===== config.mk =====
export PLATFORM = sky130hd
export DESIGN_NAME = flash_erase_range_planner_top_flat
export DESIGN_NICKNAME = d
export VERILOG_FILES = /design/src/hdl/ferp_pkg.sv /design/src/hdl/ferp_stream_if.sv /design/src/hdl/ferp_datapath.sv /design/src/hdl/ferp_control.sv /design/src/hdl/flash_erase_range_planner_top.sv /design/src/flat_wrapper.sv
export SDC_FILE = /design/constraint.sdc
export NUM_CORES = 1
export LEC_CHECK = 0
export CORE_ASPECT_RATIO = 1.2
export CORE_MARGIN = 4
export CORE_UTILIZATION = 25
export CTS_CLUSTER_DIAMETER = 30
export DETAILED_ROUTE_END_ITERATION = 12
export DONT_BUFFER_PORTS = 1
export GPL_TIMING_DRIVEN = 0
export MAX_ROUTING_LAYER = met4
export PLACE_DENSITY_LB_ADDON = 0.1
export SLEW_MARGIN = 20
export SYNTH_ARGS = -nofsm -noshare
export SYNTH_HDL_FRONTEND = slang
export SYNTH_SLANG_ARGS = --single-unit

===== constraint.sdc =====
create_clock -name clock -period 7.4 [get_ports clock]
set_input_delay 0.74 -clock clock [delete_from_list [all_inputs] [get_ports clock]]
set_output_delay 0.74 -clock clock [all_outputs]
set_load 0.1 [all_outputs]

===== src/hdl/ferp_pkg.sv =====
// ============================================================================
// ferp_pkg
// Shared widths, opcodes, sizes and controller/datapath link types for the
// flash erase range planner.
// ============================================================================
package ferp_pkg;

   // Field widths of the request and response transactions.
   localparam int ADDR_W = 18;
   localparam int LEN_W  = 19;
   localparam int OP_W   = 8;

   // Default width of the internal cursor; the address space wraps at 2^ADDR_BITS.
   localparam int ADDR_BITS_DEFAULT = 18;

   // SPI NOR erase opcodes.
   localparam logic [OP_W-1:0] OP_ERASE_4K  = 8'h20;
   localparam logic [OP_W-1:0] OP_ERASE_32K = 8'h52;
   localparam logic [OP_W-1:0] OP_ERASE_64K = 8'hD8;

   // Erase granule sizes in bytes.
   localparam logic [LEN_W-1:0] GRAN_4K  = LEN_W'(4 * 1024);
   localparam logic [LEN_W-1:0] GRAN_32K = LEN_W'(32 * 1024);
   localparam logic [LEN_W-1:0] GRAN_64K = LEN_W'(64 * 1024);

   // Cap on the number of commands issued for one request.
   localparam int MAX_CMDS = 30;
   localparam int CNT_W    = $clog2(MAX_CMDS);

   // Commands from the controller to the datapath.
   typedef struct packed {
      logic load;   // Capture a new request into the cursor registers.
      logic issue;  // Produce one erase command into the response register.
   } ferp_cmd_type;

   // Status from the datapath to the controller.
   typedef struct packed {
      logic out_free;    // Response register is empty or being taken now.
      logic issue_last;  // The command that would issue now ends the run.
      logic len_zero;    // The offered request has a zero length.
   } ferp_stat_type;

endpackage


===== src/hdl/ferp_stream_if.sv =====
// ============================================================================
// ferp_req_if / ferp_rsp_if
// Valid/ready channels carrying erase requests and erase commands.
// ============================================================================
interface ferp_req_if;
   import ferp_pkg::*;

   logic              valid;
   logic              ready;
   logic [ADDR_W-1:0] start_address;
   logic [LEN_W-1:0]  erase_length;

   modport source (output valid, output start_address, output erase_length, input ready);
   modport sink   (input valid, input start_address, input erase_length, output ready);
endinterface

interface ferp_rsp_if;
   import ferp_pkg::*;

   logic              valid;
   logic              ready;
   logic [OP_W-1:0]   erase_opcode;
   logic [ADDR_W-1:0] erase_address;
   logic              last_command;

   modport source (output valid, output erase_opcode, output erase_address,
                   output last_command, input ready);
   modport sink   (input valid, input erase_opcode, input erase_address,
                   input last_command, output ready);
endinterface


===== src/hdl/ferp_datapath.sv =====
// ============================================================================
// ferp_datapath
// Cursor, remaining length and command count registers, erase size selection
// and the registered response stage.
// ============================================================================
module ferp_datapath #(
   parameter int ADDR_BITS = ferp_pkg::ADDR_BITS_DEFAULT
) (
   input  logic                         clock,
   input  logic                         reset,
   input  ferp_pkg::ferp_cmd_type       cmd,
   output ferp_pkg::ferp_stat_type      stat,
   input  logic [ferp_pkg::ADDR_W-1:0]  start_address,
   input  logic [ferp_pkg::LEN_W-1:0]   erase_length,
   output logic                         rsp_valid,
   input  logic                         rsp_ready,
   output logic [ferp_pkg::OP_W-1:0]    erase_opcode,
   output logic [ferp_pkg::ADDR_W-1:0]  erase_address,
   output logic                         last_command
);
   import ferp_pkg::*;

   logic [ADDR_BITS-1:0] cursor_ff, cursor_in;
   logic [LEN_W-1:0]     remain_ff, remain_in;
   logic [CNT_W-1:0]     count_ff, count_in;
   logic                 valid_ff, valid_in;
   logic [OP_W-1:0]      opcode_ff, opcode_in;
   logic [ADDR_W-1:0]    address_ff, address_in;
   logic                 last_ff, last_in;

   logic                 sel_64k;
   logic                 sel_32k;
   logic [OP_W-1:0]      op_sel;
   logic [LEN_W-1:0]     step_sel;
   logic [LEN_W-1:0]     remain_next;
   logic                 last_now;

   // Pick the largest erase whose alignment and remaining length allow it.
   always_comb begin
      sel_64k = (cursor_ff[15:0] == 16'd0) && (remain_ff >= GRAN_64K);
      sel_32k = (cursor_ff[14:0] == 15'd0) && (remain_ff >= GRAN_32K);
      if (sel_64k) begin
         op_sel   = OP_ERASE_64K;
         step_sel = GRAN_64K;
      end else if (sel_32k) begin
         op_sel   = OP_ERASE_32K;
         step_sel = GRAN_32K;
      end else begin
         op_sel   = OP_ERASE_4K;
         step_sel = GRAN_4K;
      end
      // A trailing partial piece still takes a whole erase.
      remain_next = (remain_ff <= step_sel) ? '0 : remain_ff - step_sel;
      last_now    = (remain_next == '0) || (count_ff == CNT_W'(MAX_CMDS - 1));
   end

   // Next values of the run registers and the response stage.
   always_comb begin
      cursor_in  = cursor_ff;
      remain_in  = remain_ff;
      count_in   = count_ff;
      opcode_in  = opcode_ff;
      address_in = address_ff;
      last_in    = last_ff;
      valid_in   = valid_ff && !rsp_ready;
      if (cmd.load) begin
         cursor_in = ADDR_BITS'(start_address);
         remain_in = erase_length;
         count_in  = '0;
      end
      if (cmd.issue) begin
         cursor_in  = cursor_ff + ADDR_BITS'(step_sel);
         remain_in  = remain_next;
         count_in   = count_ff + CNT_W'(1);
         opcode_in  = op_sel;
         address_in = ADDR_W'(cursor_ff);
         last_in    = last_now;
         valid_in   = 1'b1;
      end
   end

   // Response valid is control state; the rest is payload.
   always_ff @(posedge clock) begin
      if (reset) begin
         valid_ff  <= 1'b0;
         cursor_ff <= '0;
         remain_ff <= '0;
         count_ff  <= '0;
      end else begin
         valid_ff  <= valid_in;
         cursor_ff <= cursor_in;
         remain_ff <= remain_in;
         count_ff  <= count_in;
      end
   end

   always_ff @(posedge clock) begin
      opcode_ff  <= opcode_in;
      address_ff <= address_in;
      last_ff    <= last_in;
   end

   // Status toward the controller.
   always_comb begin
      stat.out_free   = !valid_ff || rsp_ready;
      stat.issue_last = last_now;
      stat.len_zero   = (erase_length == '0);
   end

   assign rsp_valid     = valid_ff;
   assign erase_opcode  = opcode_ff;
   assign erase_address = address_ff;
   assign last_command  = last_ff;

endmodule


===== src/hdl/ferp_control.sv =====
// ============================================================================
// ferp_control
// Run controller: accepts a request when idle, then issues one erase command
// per free response slot until the last command of the run.
// ============================================================================
module ferp_control (
   input  logic                    clock,
   input  logic                    reset,
   input  logic                    req_valid,
   output logic                    req_ready,
   input  ferp_pkg::ferp_stat_type stat,
   output ferp_pkg::ferp_cmd_type  cmd
);
   import ferp_pkg::*;

   localparam logic ST_IDLE = 1'b0;
   localparam logic ST_RUN  = 1'b1;

   logic state_ff, state_in;

   // Command decode and next state.
   always_comb begin
      state_in  = state_ff;
      cmd.load  = 1'b0;
      cmd.issue = 1'b0;
      req_ready = 1'b0;
      case (state_ff)
         ST_IDLE: begin
            req_ready = 1'b1;
            if (req_valid) begin
               cmd.load = 1'b1;
               // A zero-length request produces nothing and leaves us idle.
               if (!stat.len_zero) begin
                  state_in = ST_RUN;
               end
            end
         end
         ST_RUN: begin
            if (stat.out_free) begin
               cmd.issue = 1'b1;
               if (stat.issue_last) begin
                  state_in = ST_IDLE;
               end
            end
         end
         default: begin
            state_in = ST_IDLE;
         end
      endcase
   end

   always_ff @(posedge clock) begin
      if (reset) begin
         state_ff <= ST_IDLE;
      end else begin
         state_ff <= state_in;
      end
   end

endmodule


===== src/hdl/flash_erase_range_planner_top.sv =====
// ============================================================================
// flash_erase_range_planner_top
// Splits an erase request into a run of SPI NOR 4K/32K/64K erase commands.
// ============================================================================
// Usage:
//   req_channel carries one transaction per request: start_address and
//   erase_length in bytes. rsp_channel carries one transaction per erase
//   command: erase_opcode, erase_address and last_command, which is set on
//   the final command of the request.
//   A request is taken only while no run is in progress; it is first
//   captured into the cursor registers, then, once the response register is
//   free, the first command is loaded into it, and one command follows per
//   cycle while the receiver keeps ready high. A request splits into N
//   commands, made by the single shared size selector; N is at most 30, and
//   a run that would need more ends at the thirtieth command with
//   last_command set. A zero-length request is accepted and produces no
//   commands.
//   When the receiver stalls, the pending command is held in the response
//   register and the run pauses. The next request may be accepted while the
//   last command of the previous run still waits.
//   Reset (synchronous, active high) returns the block to idle and empties
//   the response register.
// ============================================================================
module flash_erase_range_planner_top #(
   parameter int ADDR_BITS = ferp_pkg::ADDR_BITS_DEFAULT
) (
   input logic        clock,
   input logic        reset,
   ferp_req_if.sink   req_channel,
   ferp_rsp_if.source rsp_channel
);
   import ferp_pkg::*;

   ferp_cmd_type  cmd;
   ferp_stat_type stat;

   // Sequencing of the run.
   ferp_control u_control (
      .clock     (clock),
      .reset     (reset),
      .req_valid (req_channel.valid),
      .req_ready (req_channel.ready),
      .stat      (stat),
      .cmd       (cmd)
   );

   // Cursor arithmetic and response register.
   ferp_datapath #(
      .ADDR_BITS (ADDR_BITS)
   ) u_datapath (
      .clock         (clock),
      .reset         (reset),
      .cmd           (cmd),
      .stat          (stat),
      .start_address (req_channel.start_address),
      .erase_length  (req_channel.erase_length),
      .rsp_valid     (rsp_channel.valid),
      .rsp_ready     (rsp_channel.ready),
      .erase_opcode  (rsp_channel.erase_opcode),
      .erase_address (rsp_channel.erase_address),
      .last_command  (rsp_channel.last_command)
   );

endmodule

===== src/flat_wrapper.sv =====
// flat-port wrapper written by rule: the top's interface ports become plain ports
module flash_erase_range_planner_top_flat import ferp_pkg::*;
#(
   parameter int ADDR_BITS = ferp_pkg::ADDR_BITS_DEFAULT
)
  (clock, reset, req_channel_valid, req_channel_start_address, req_channel_erase_length, req_channel_ready, rsp_channel_valid, rsp_channel_erase_opcode, rsp_channel_erase_address, rsp_channel_last_command, rsp_channel_ready);
  ferp_req_if req_channel_i ();
  ferp_rsp_if rsp_channel_i ();
  input logic clock;
  input logic reset;
  input wire logic [$bits(req_channel_i.valid)-1:0] req_channel_valid;
  input wire logic [$bits(req_channel_i.start_address)-1:0] req_channel_start_address;
  input wire logic [$bits(req_channel_i.erase_length)-1:0] req_channel_erase_length;
  output wire logic [$bits(req_channel_i.ready)-1:0] req_channel_ready;
  output wire logic [$bits(rsp_channel_i.valid)-1:0] rsp_channel_valid;
  output wire logic [$bits(rsp_channel_i.erase_opcode)-1:0] rsp_channel_erase_opcode;
  output wire logic [$bits(rsp_channel_i.erase_address)-1:0] rsp_channel_erase_address;
  output wire logic [$bits(rsp_channel_i.last_command)-1:0] rsp_channel_last_command;
  input wire logic [$bits(rsp_channel_i.ready)-1:0] rsp_channel_ready;
  assign req_channel_i.valid = req_channel_valid;
  assign req_channel_i.start_address = req_channel_start_address;
  assign req_channel_i.erase_length = req_channel_erase_length;
  assign req_channel_ready = req_channel_i.ready;
  assign rsp_channel_valid = rsp_channel_i.valid;
  assign rsp_channel_erase_opcode = rsp_channel_i.erase_opcode;
  assign rsp_channel_erase_address = rsp_channel_i.erase_address;
  assign rsp_channel_last_command = rsp_channel_i.last_command;
  assign rsp_channel_i.ready = rsp_channel_ready;
  flash_erase_range_planner_top #(.ADDR_BITS(ADDR_BITS)) u_core (.clock(clock), .reset(reset), .req_channel(req_channel_i), .rsp_channel(rsp_channel_i));
endmodule

==> reports/qor.yml, run 1 <==
route:
  drtPass1Iterations: 6
  ant_nets: 0
  drt_iter0_markers: 102
  vias: 2231
  wl_per_cell_um: 16.41
  met3_length_um: 428
  routed.top_layer: "met4"
  drcViolationCount: 0
  route.met2.wl_mm: 3.559
  met1Wirelength_mm: 3.685
  routed_wl_mm: 7.811
  routed_via_density: 4.687
clock_network:
  cts_made_buffers: 9
  insertion_delay_ns: 0.33
  clkTransAtPathRegs_ns: 0.06
  cts_tree: "done"
  htree_levels: 3
  cts_resized: 0
  postCtsHoldBufs: 0
  postCtsSetupBuffers: 0
  root_buffer: "clkbuf_16"
  clock-sinks: 67
  cts_buffer_depth: 2
timing:
  final_hold_viol_count: 0
  tightest_slew_ns: 0.9671
  fmax_mhz: 283.2
  fin_worst_skew_ns: 0.007379
  layout_min_cycle_time_ns: 3.532
  fin_hold_ws_ns: 0.4500
  rsz0062_at_grt: "no"
  setup_viol: 0
  setup_slack_ns: 3.868
  slew_headroom_pct: 35.44
  setup_tns_ns: 0
  post-route-period-util_pct: 47.73
  drv_slew: 0
die:
  fp.dieH_um: 127.2
  rows: 43
  die-area_um2: 13650
  fp.dieW_um: 107.3
  core_um2: 11570
  initial_utilization_pct: 25.59
  ios: 70
pwr:
  p_per_area_nw_per_um2: 440.4
  switching_share_pct: 41.23
  clock_power_share_pct: 29.6
  seqPwrFrac_pct: 44.9
  p_switching_mw: 0.6385
  ir_worst_vdd_uv: 120.6
  intPower_mw: 0.9102
  leakage_nw: 1.277
  pwr-share-comb_pct: 25.5
logic_synthesis:
  synth.most_common_cell: "dfxtp_1"
  ys_seq_area_share_pct: 53.09
  ys.flop_type: "dfxtp_1"
  synth_common_cells: "dfxtp_1, nand2_1, nor2_1, a21oi_1, edfxtp_1"
  synth.largest_area_cell: "dfxtp_1"
  syn-cell-area_um2: 2960
  synthTopCellsByArea: "dfxtp_1, edfxtp_1, nand2_1"
  syn_avg_cell_area_um2: 9.835
  synth_cell_type_count: 45
  async_reset_ff_share_pct: 0
  yosys_warnings: 0
  synth-seq-cells: 67
  synth_edf_count: 23
  syn_inst: 301
  synth_top_cell_area_share_pct: 29.75
final_layout:
  n_antenna_cell: 0
  layout-drive-gt1-share_pct: 9.404
  filler_cell_count: 1207
  areaGrowthSynthToFinish_pct: 18.81
  multi_input_area_um2: 1235
  fin_cells: 476
  seq_area_um2: 1572
  num-nets-final: 366
placed_design:
  io_buffers: 0
  gp_congestion: 0.7318
  dpl.hpwl_mm: 5.821
  dp_worst_setup_slack_ns: 3.754
  placed_cells: 460
critical_path:
  worst-path-max-fanout: 10
  cp-start-kind: "flip-flop"
  crit_path_end_kind: "flip-flop"
  critPathKind: "flip-flop to flip-flop"
  cp.required_ns: 7.62
  cp.arrival_ns: 3.75
global_routing:
  grt_pass1_vias: 2298
  overflow: 0
  track_usage_pct: 12.17
  antenna_found_initial: 0
  grt_max_degree: 20
  grt_first_pass_wirelength_mm: 12.36
min_path:
  hold_class: "flip-flop to flip-flop"
run:
  max-cap-violations: 0
outcome:
  status: "complete, no violations"
==> power by group through the flow <==
stage | combinational (mW) | clock [mW] | sequential [mW]
floorplan | 0.308 | 0 | 0.689
global placement | 0.389 | 0 | 0.703
detailed placement | 0.399 | 0 | 0.703
CTS | 0.401 | 0.470 | 0.695
global route | 0.444 | 0.488 | 0.703
finish | 0.395 | 0.459 | 0.695
==> metrics by stage <==
| stage | util [%] | power, mW | area (µm²) |
|---|---|---|---|
| floorplan | - | 0.9966 | 2964 |
| CTS | 30.34 | 1.567 | 3510 |
| detailed placement | 27.57 | 1.101 | 3189 |
| finish | 30.41 | 1.549 | 3517 |
| global route | 30.41 | 1.635 | 3517 |
| global placement | 27.32 | 1.092 | 3161 |
==> final timing paths <==
check	cells past startpoint	startpoint	end	slack [ns]
worst max register to register	14	u_core.u_datapath.cursor_ff[13]	u_core.u_datapath.remain_ff[4]	3.87
worst max-delay path	14	u_core.u_datapath.cursor_ff[13]	u_core.u_datapath.remain_ff[4]	3.87
worst min-delay path	0	u_core.u_datapath.cursor_ff[17]	u_core.u_datapath.erase_address[17]	0.45
worst min register to register	0	u_core.u_datapath.cursor_ff[17]	u_core.u_datapath.erase_address[17]	0.45
==> worst max-delay path, stage by stage (launching register included) <==
cell,delay [ns]
dfxtp_1,0.35
nor4_1,0.36
and4_1,0.37
o41ai_2,0.20
nor2_1,0.20
inv_1,0.07
ha_1,0.29
buf_6,0.13
nand2_4,0.05
or4b_1,0.50
o21a_1,0.21
buf_6,0.14
o21a_4,0.20
buf_6,0.14
a22o_1,0.22
==> metal layers <==
layer  track usage (%)  vias to the layer above
met1             14.92                     1029
met5                 -                        -
met4             4.458                        0
li1                  -                     1120
met2             18.78                       69
met3             3.941                       13
==> sequential cells by signal (all words and copies together), names as in the netlist <==
signal and cells:
u_core.u_datapath.count_ff 5, u_core.u_datapath.cursor_ff 18, u_core.u_datapath.last_command 1, u_core.u_datapath.erase_address 18, u_core.u_control.state_ff 1, u_core.u_datapath.erase_opcode 4, u_core.u_datapath.remain_ff 19, u_core.u_datapath.rsp_valid 1
==> cell usage in the layout (no fill, tap or decap), types with 6 or more instances in the layout <==
cell type	Yosys	routed
a21oi_1	23	23
a22o_1	12	12
a31oi_1	9	9
clkbuf_1	11	11
clkbuf_16	0	9
dfxtp_1	44	44
edfxtp_1	23	23
ha_1	11	11
inv_1	8	8
nand2_1	40	40
nand3_1	16	16
nor2_1	25	25
nor4_1	9	9
o21ai_0	6	6
==> final cells by class <==
type	instances	share of cell area [%]
Clock buffer	11	6.901
Multi-Input combinational cell	204	35.11
Timing Repair Buffer	1	0.7826
Inverter	9	0.9605
Clock inverter	5	2.206
Sequential cell	67	44.68
Buffer	22	3.771
Tap cell	157	5.585
==> logic make-up after synthesis <==
group | count (synthesis) | synth area share, %
AOI/OAI and AO/OA | 66 | 14.92
xor gates and xnor gates | 7 | 2.071
adders and majority gates | 11 | 4.649
buffers and inverters | 31 | 5.579
DFF | 67 | 53.09
muxes | 1 | 0.3804
other | 1 | 0.1267
and+or+nand+nor | 117 | 19.19
No activity file was read; power rests on OpenSTA's default activity.
==> run 2: changes to the inputs <==
Settings changed: ABC_AREA from default to 1.
Clock period 7.4 ns to 3.6 ns, I/O delays scaled along.
==> reports/qor.yml, run 2 <==
outcome:
  status: "complete, no violations"
final_layout:
  layout_common_cells: "nand2_1, nor2_1, dfxtp_1"
  final_common_cell: "nand2_1"
  areaGrowthSynthToFinish_pct: 16.17
  n_antenna_cell: 0
  top_register: "u_core.u_datapath.remain_ff"
  final_cell_area_um2: 3613
  layout-drive-gt1-share_pct: 11.99
  fin_cells: 553
  num-nets-final: 439
  filler_cell_count: 1331
  largest_reg_flops: 19
run:
  max-cap-violations: 0
clock_network:
  cts_tree: "done"
  cts_buffer_depth: 2
  clkTransAtPathRegs_ns: 0.06
  postCtsSetupBuffers: 0
  postCtsHoldBufs: 0
  htree_levels: 3
  insertion_delay_ns: 0.33
  cts_made_buffers: 9
  root_buffer: "clkbuf_16"
  clock-sinks: 67
  cts_resized: 0
route:
  drtPass1Iterations: 4
  wl_per_cell_um: 15.09
  routed_wl_mm: 8.344
  drcViolationCount: 0
  routed_via_density: 4.439
  vias: 2455
  drt_iter0_markers: 133
  ant_nets: 0
die:
  die-area_um2: 14300
  initial_utilization_pct: 25.57
  fp.dieW_um: 109.8
  ios: 70
  core_um2: 12170
  rows: 44
  fp.dieH_um: 130.2
timing:
  drv_slew: 0
  setup_slack_ns: 0.5240
  rsz0062_at_grt: "no"
  tightest_slew_ns: 0.9927
  final_hold_viol_count: 0
  setup_tns_ns: 0
  fmax_mhz: 325.1
  setup_viol: 0
  slew_headroom_pct: 33.73
  fin_hold_ws_ns: 0.1741
  layout_min_cycle_time_ns: 3.076
  post-route-period-util_pct: 85.44
  fin_worst_skew_ns: 0.009748
global_routing:
  grt_max_degree: 26
  track_usage_pct: 12.72
  grt_pass1_vias: 2448
  grt_first_pass_wirelength_mm: 12.92
  overflow: 0
  antenna_found_initial: 0
logic_synthesis:
  syn_avg_cell_area_um2: 8.317
  syn_inst: 374
  yosys_warnings: 0
  ys_seq_area_share_pct: 50.52
  synth.largest_area_cell: "dfxtp_1"
  synth_edf_count: 23
  synthTopCellsByArea: "dfxtp_1, edfxtp_1, nand2_1"
  async_reset_ff_share_pct: 0
  synth_top_cell_area_share_pct: 28.32
  synth_common_cells: "nand2_1, nor2_1, dfxtp_1, inv_1, edfxtp_1"
  synth.most_common_cell: "nand2_1"
  ys.flop_type: "dfxtp_1"
  syn-cell-area_um2: 3110
  synth_cell_type_count: 38
  synth-seq-cells: 67
pwr:
  switching_share_pct: 37.25
  seqPwrFrac_pct: 46.2
  leakage_nw: 1.441
  pwr-share-comb_pct: 20.0
  p_per_area_nw_per_um2: 653.1
  ir_worst_vdd_uv: 239.8
  intPower_mw: 1.481
  clock_power_share_pct: 33.9
  p_switching_mw: 0.8791
critical_path:
  cp-start-kind: "flip-flop"
  r2r_slack_ns: 0.52
  cp.required_ns: 3.80
  worst-path-max-fanout: 5
  reg2reg_depth: 16
  cp.arrival_ns: 3.27
  crit_path_end_kind: "flip-flop"
  critPathKind: "flip-flop to flip-flop"
placed_design:
  dpl.hpwl_mm: 6.323
  dp_worst_setup_slack_ns: 0.4549
  placed_cells: 537
  gp_congestion: 0.7936
  placed_area_um2: 3344
  io_buffers: 0
min_path:
  min_path_cells: 2
  hold_class: "primary input to flip-flop"
-- run 2: cell count changes after synthesis, moves of 5 or more --
cell / change
nand2_1: +45
clkbuf_1: -5
inv_1: +22
a22o_1: -10
buf_2: +5
nor2_1: +27
a31oi_1: +5
a21oi_1: -9
o21ai_0: +9
-- run 2: area by class of cell --
cell class                 count  area (µm²)  area share, %
clock inverter                 7       43.79          1.212
timing repair buffer           1       27.53         0.7618
tap                          161       201.4          5.575
multi-input combinational    256        1324          36.63
sequential                    67        1572          43.49
buffer                        15       78.83          2.181
clock buffer                   9       225.2          6.233
inverter                      37       141.4          3.913
-- run 2: worst paths after layout --
path	from	end
worst max-delay path	u_core.u_datapath.cursor_ff[1]	u_core.u_control.state_ff
worst min-delay path	req_channel_erase_length[3]	u_core.u_datapath.remain_ff[3]
worst max register to register	u_core.u_datapath.cursor_ff[1]	u_core.u_control.state_ff
worst min register to register	u_core.u_datapath.cursor_ff[2]	u_core.u_datapath.erase_address[2]
-- run 2: logic make-up after synthesis --
group	Yosys count	synth area share, %
AOI/OAI and AO/OA	55	11.26
xor gates and xnor gates	1	0.2816
adders and majority gates	11	4.425
buffers and inverters	52	7.039
DFF	67	50.52
other	1	0.1206
and+or+nand+nor	187	26.35
-- run 2: critical path: stages (launching register included) --
cell and delay (ns):
dfxtp_1 0.32, nor4_1 0.37, nand4_1 0.23, a31oi_1 0.37, nand2_1 0.18, ha_1 0.40
nand3_1 0.09, nor2_1 0.13, nand3_2 0.15, nand2_4 0.14, nor2_2 0.06, nor2_2 0.12
nand3_2 0.10, nand2_2 0.10, nand2_1 0.05, nand2_1 0.05, a21oi_1 0.05
-- run 2: metrics by stage --
stage               total power [mW]  utilization [%]
CTS                            2.395            29.70
global placement               1.580            27.25
detailed placement             1.584            27.49
floorplan                      1.462                -
global route                   2.495            29.70
finish                         2.360            29.70
-- run 2: layer usage --
metal	routed length, µm	up-vias	global-route usage [%]
met5	0	-	-
met4	165	0	5.429
met3	410	13	3.612
met2	3895	71	19.50
met1	3871	1100	15.59
li1	-	1271	-
-- run 2: power groups by stage --
| stage | logic (mW) | registers (mW) | clock network (mW) |
|---|---|---|---|
| 5_1_grt | 0.534 | 1.10 | 0.860 |
| 3_5_place_dp | 0.477 | 1.11 | 0 |
| 4_1_cts | 0.479 | 1.09 | 0.825 |
| 3_3_place_gp | 0.472 | 1.11 | 0 |
| 2_1_floorplan | 0.373 | 1.09 | 0 |
| 6_report | 0.471 | 1.09 | 0.799 |
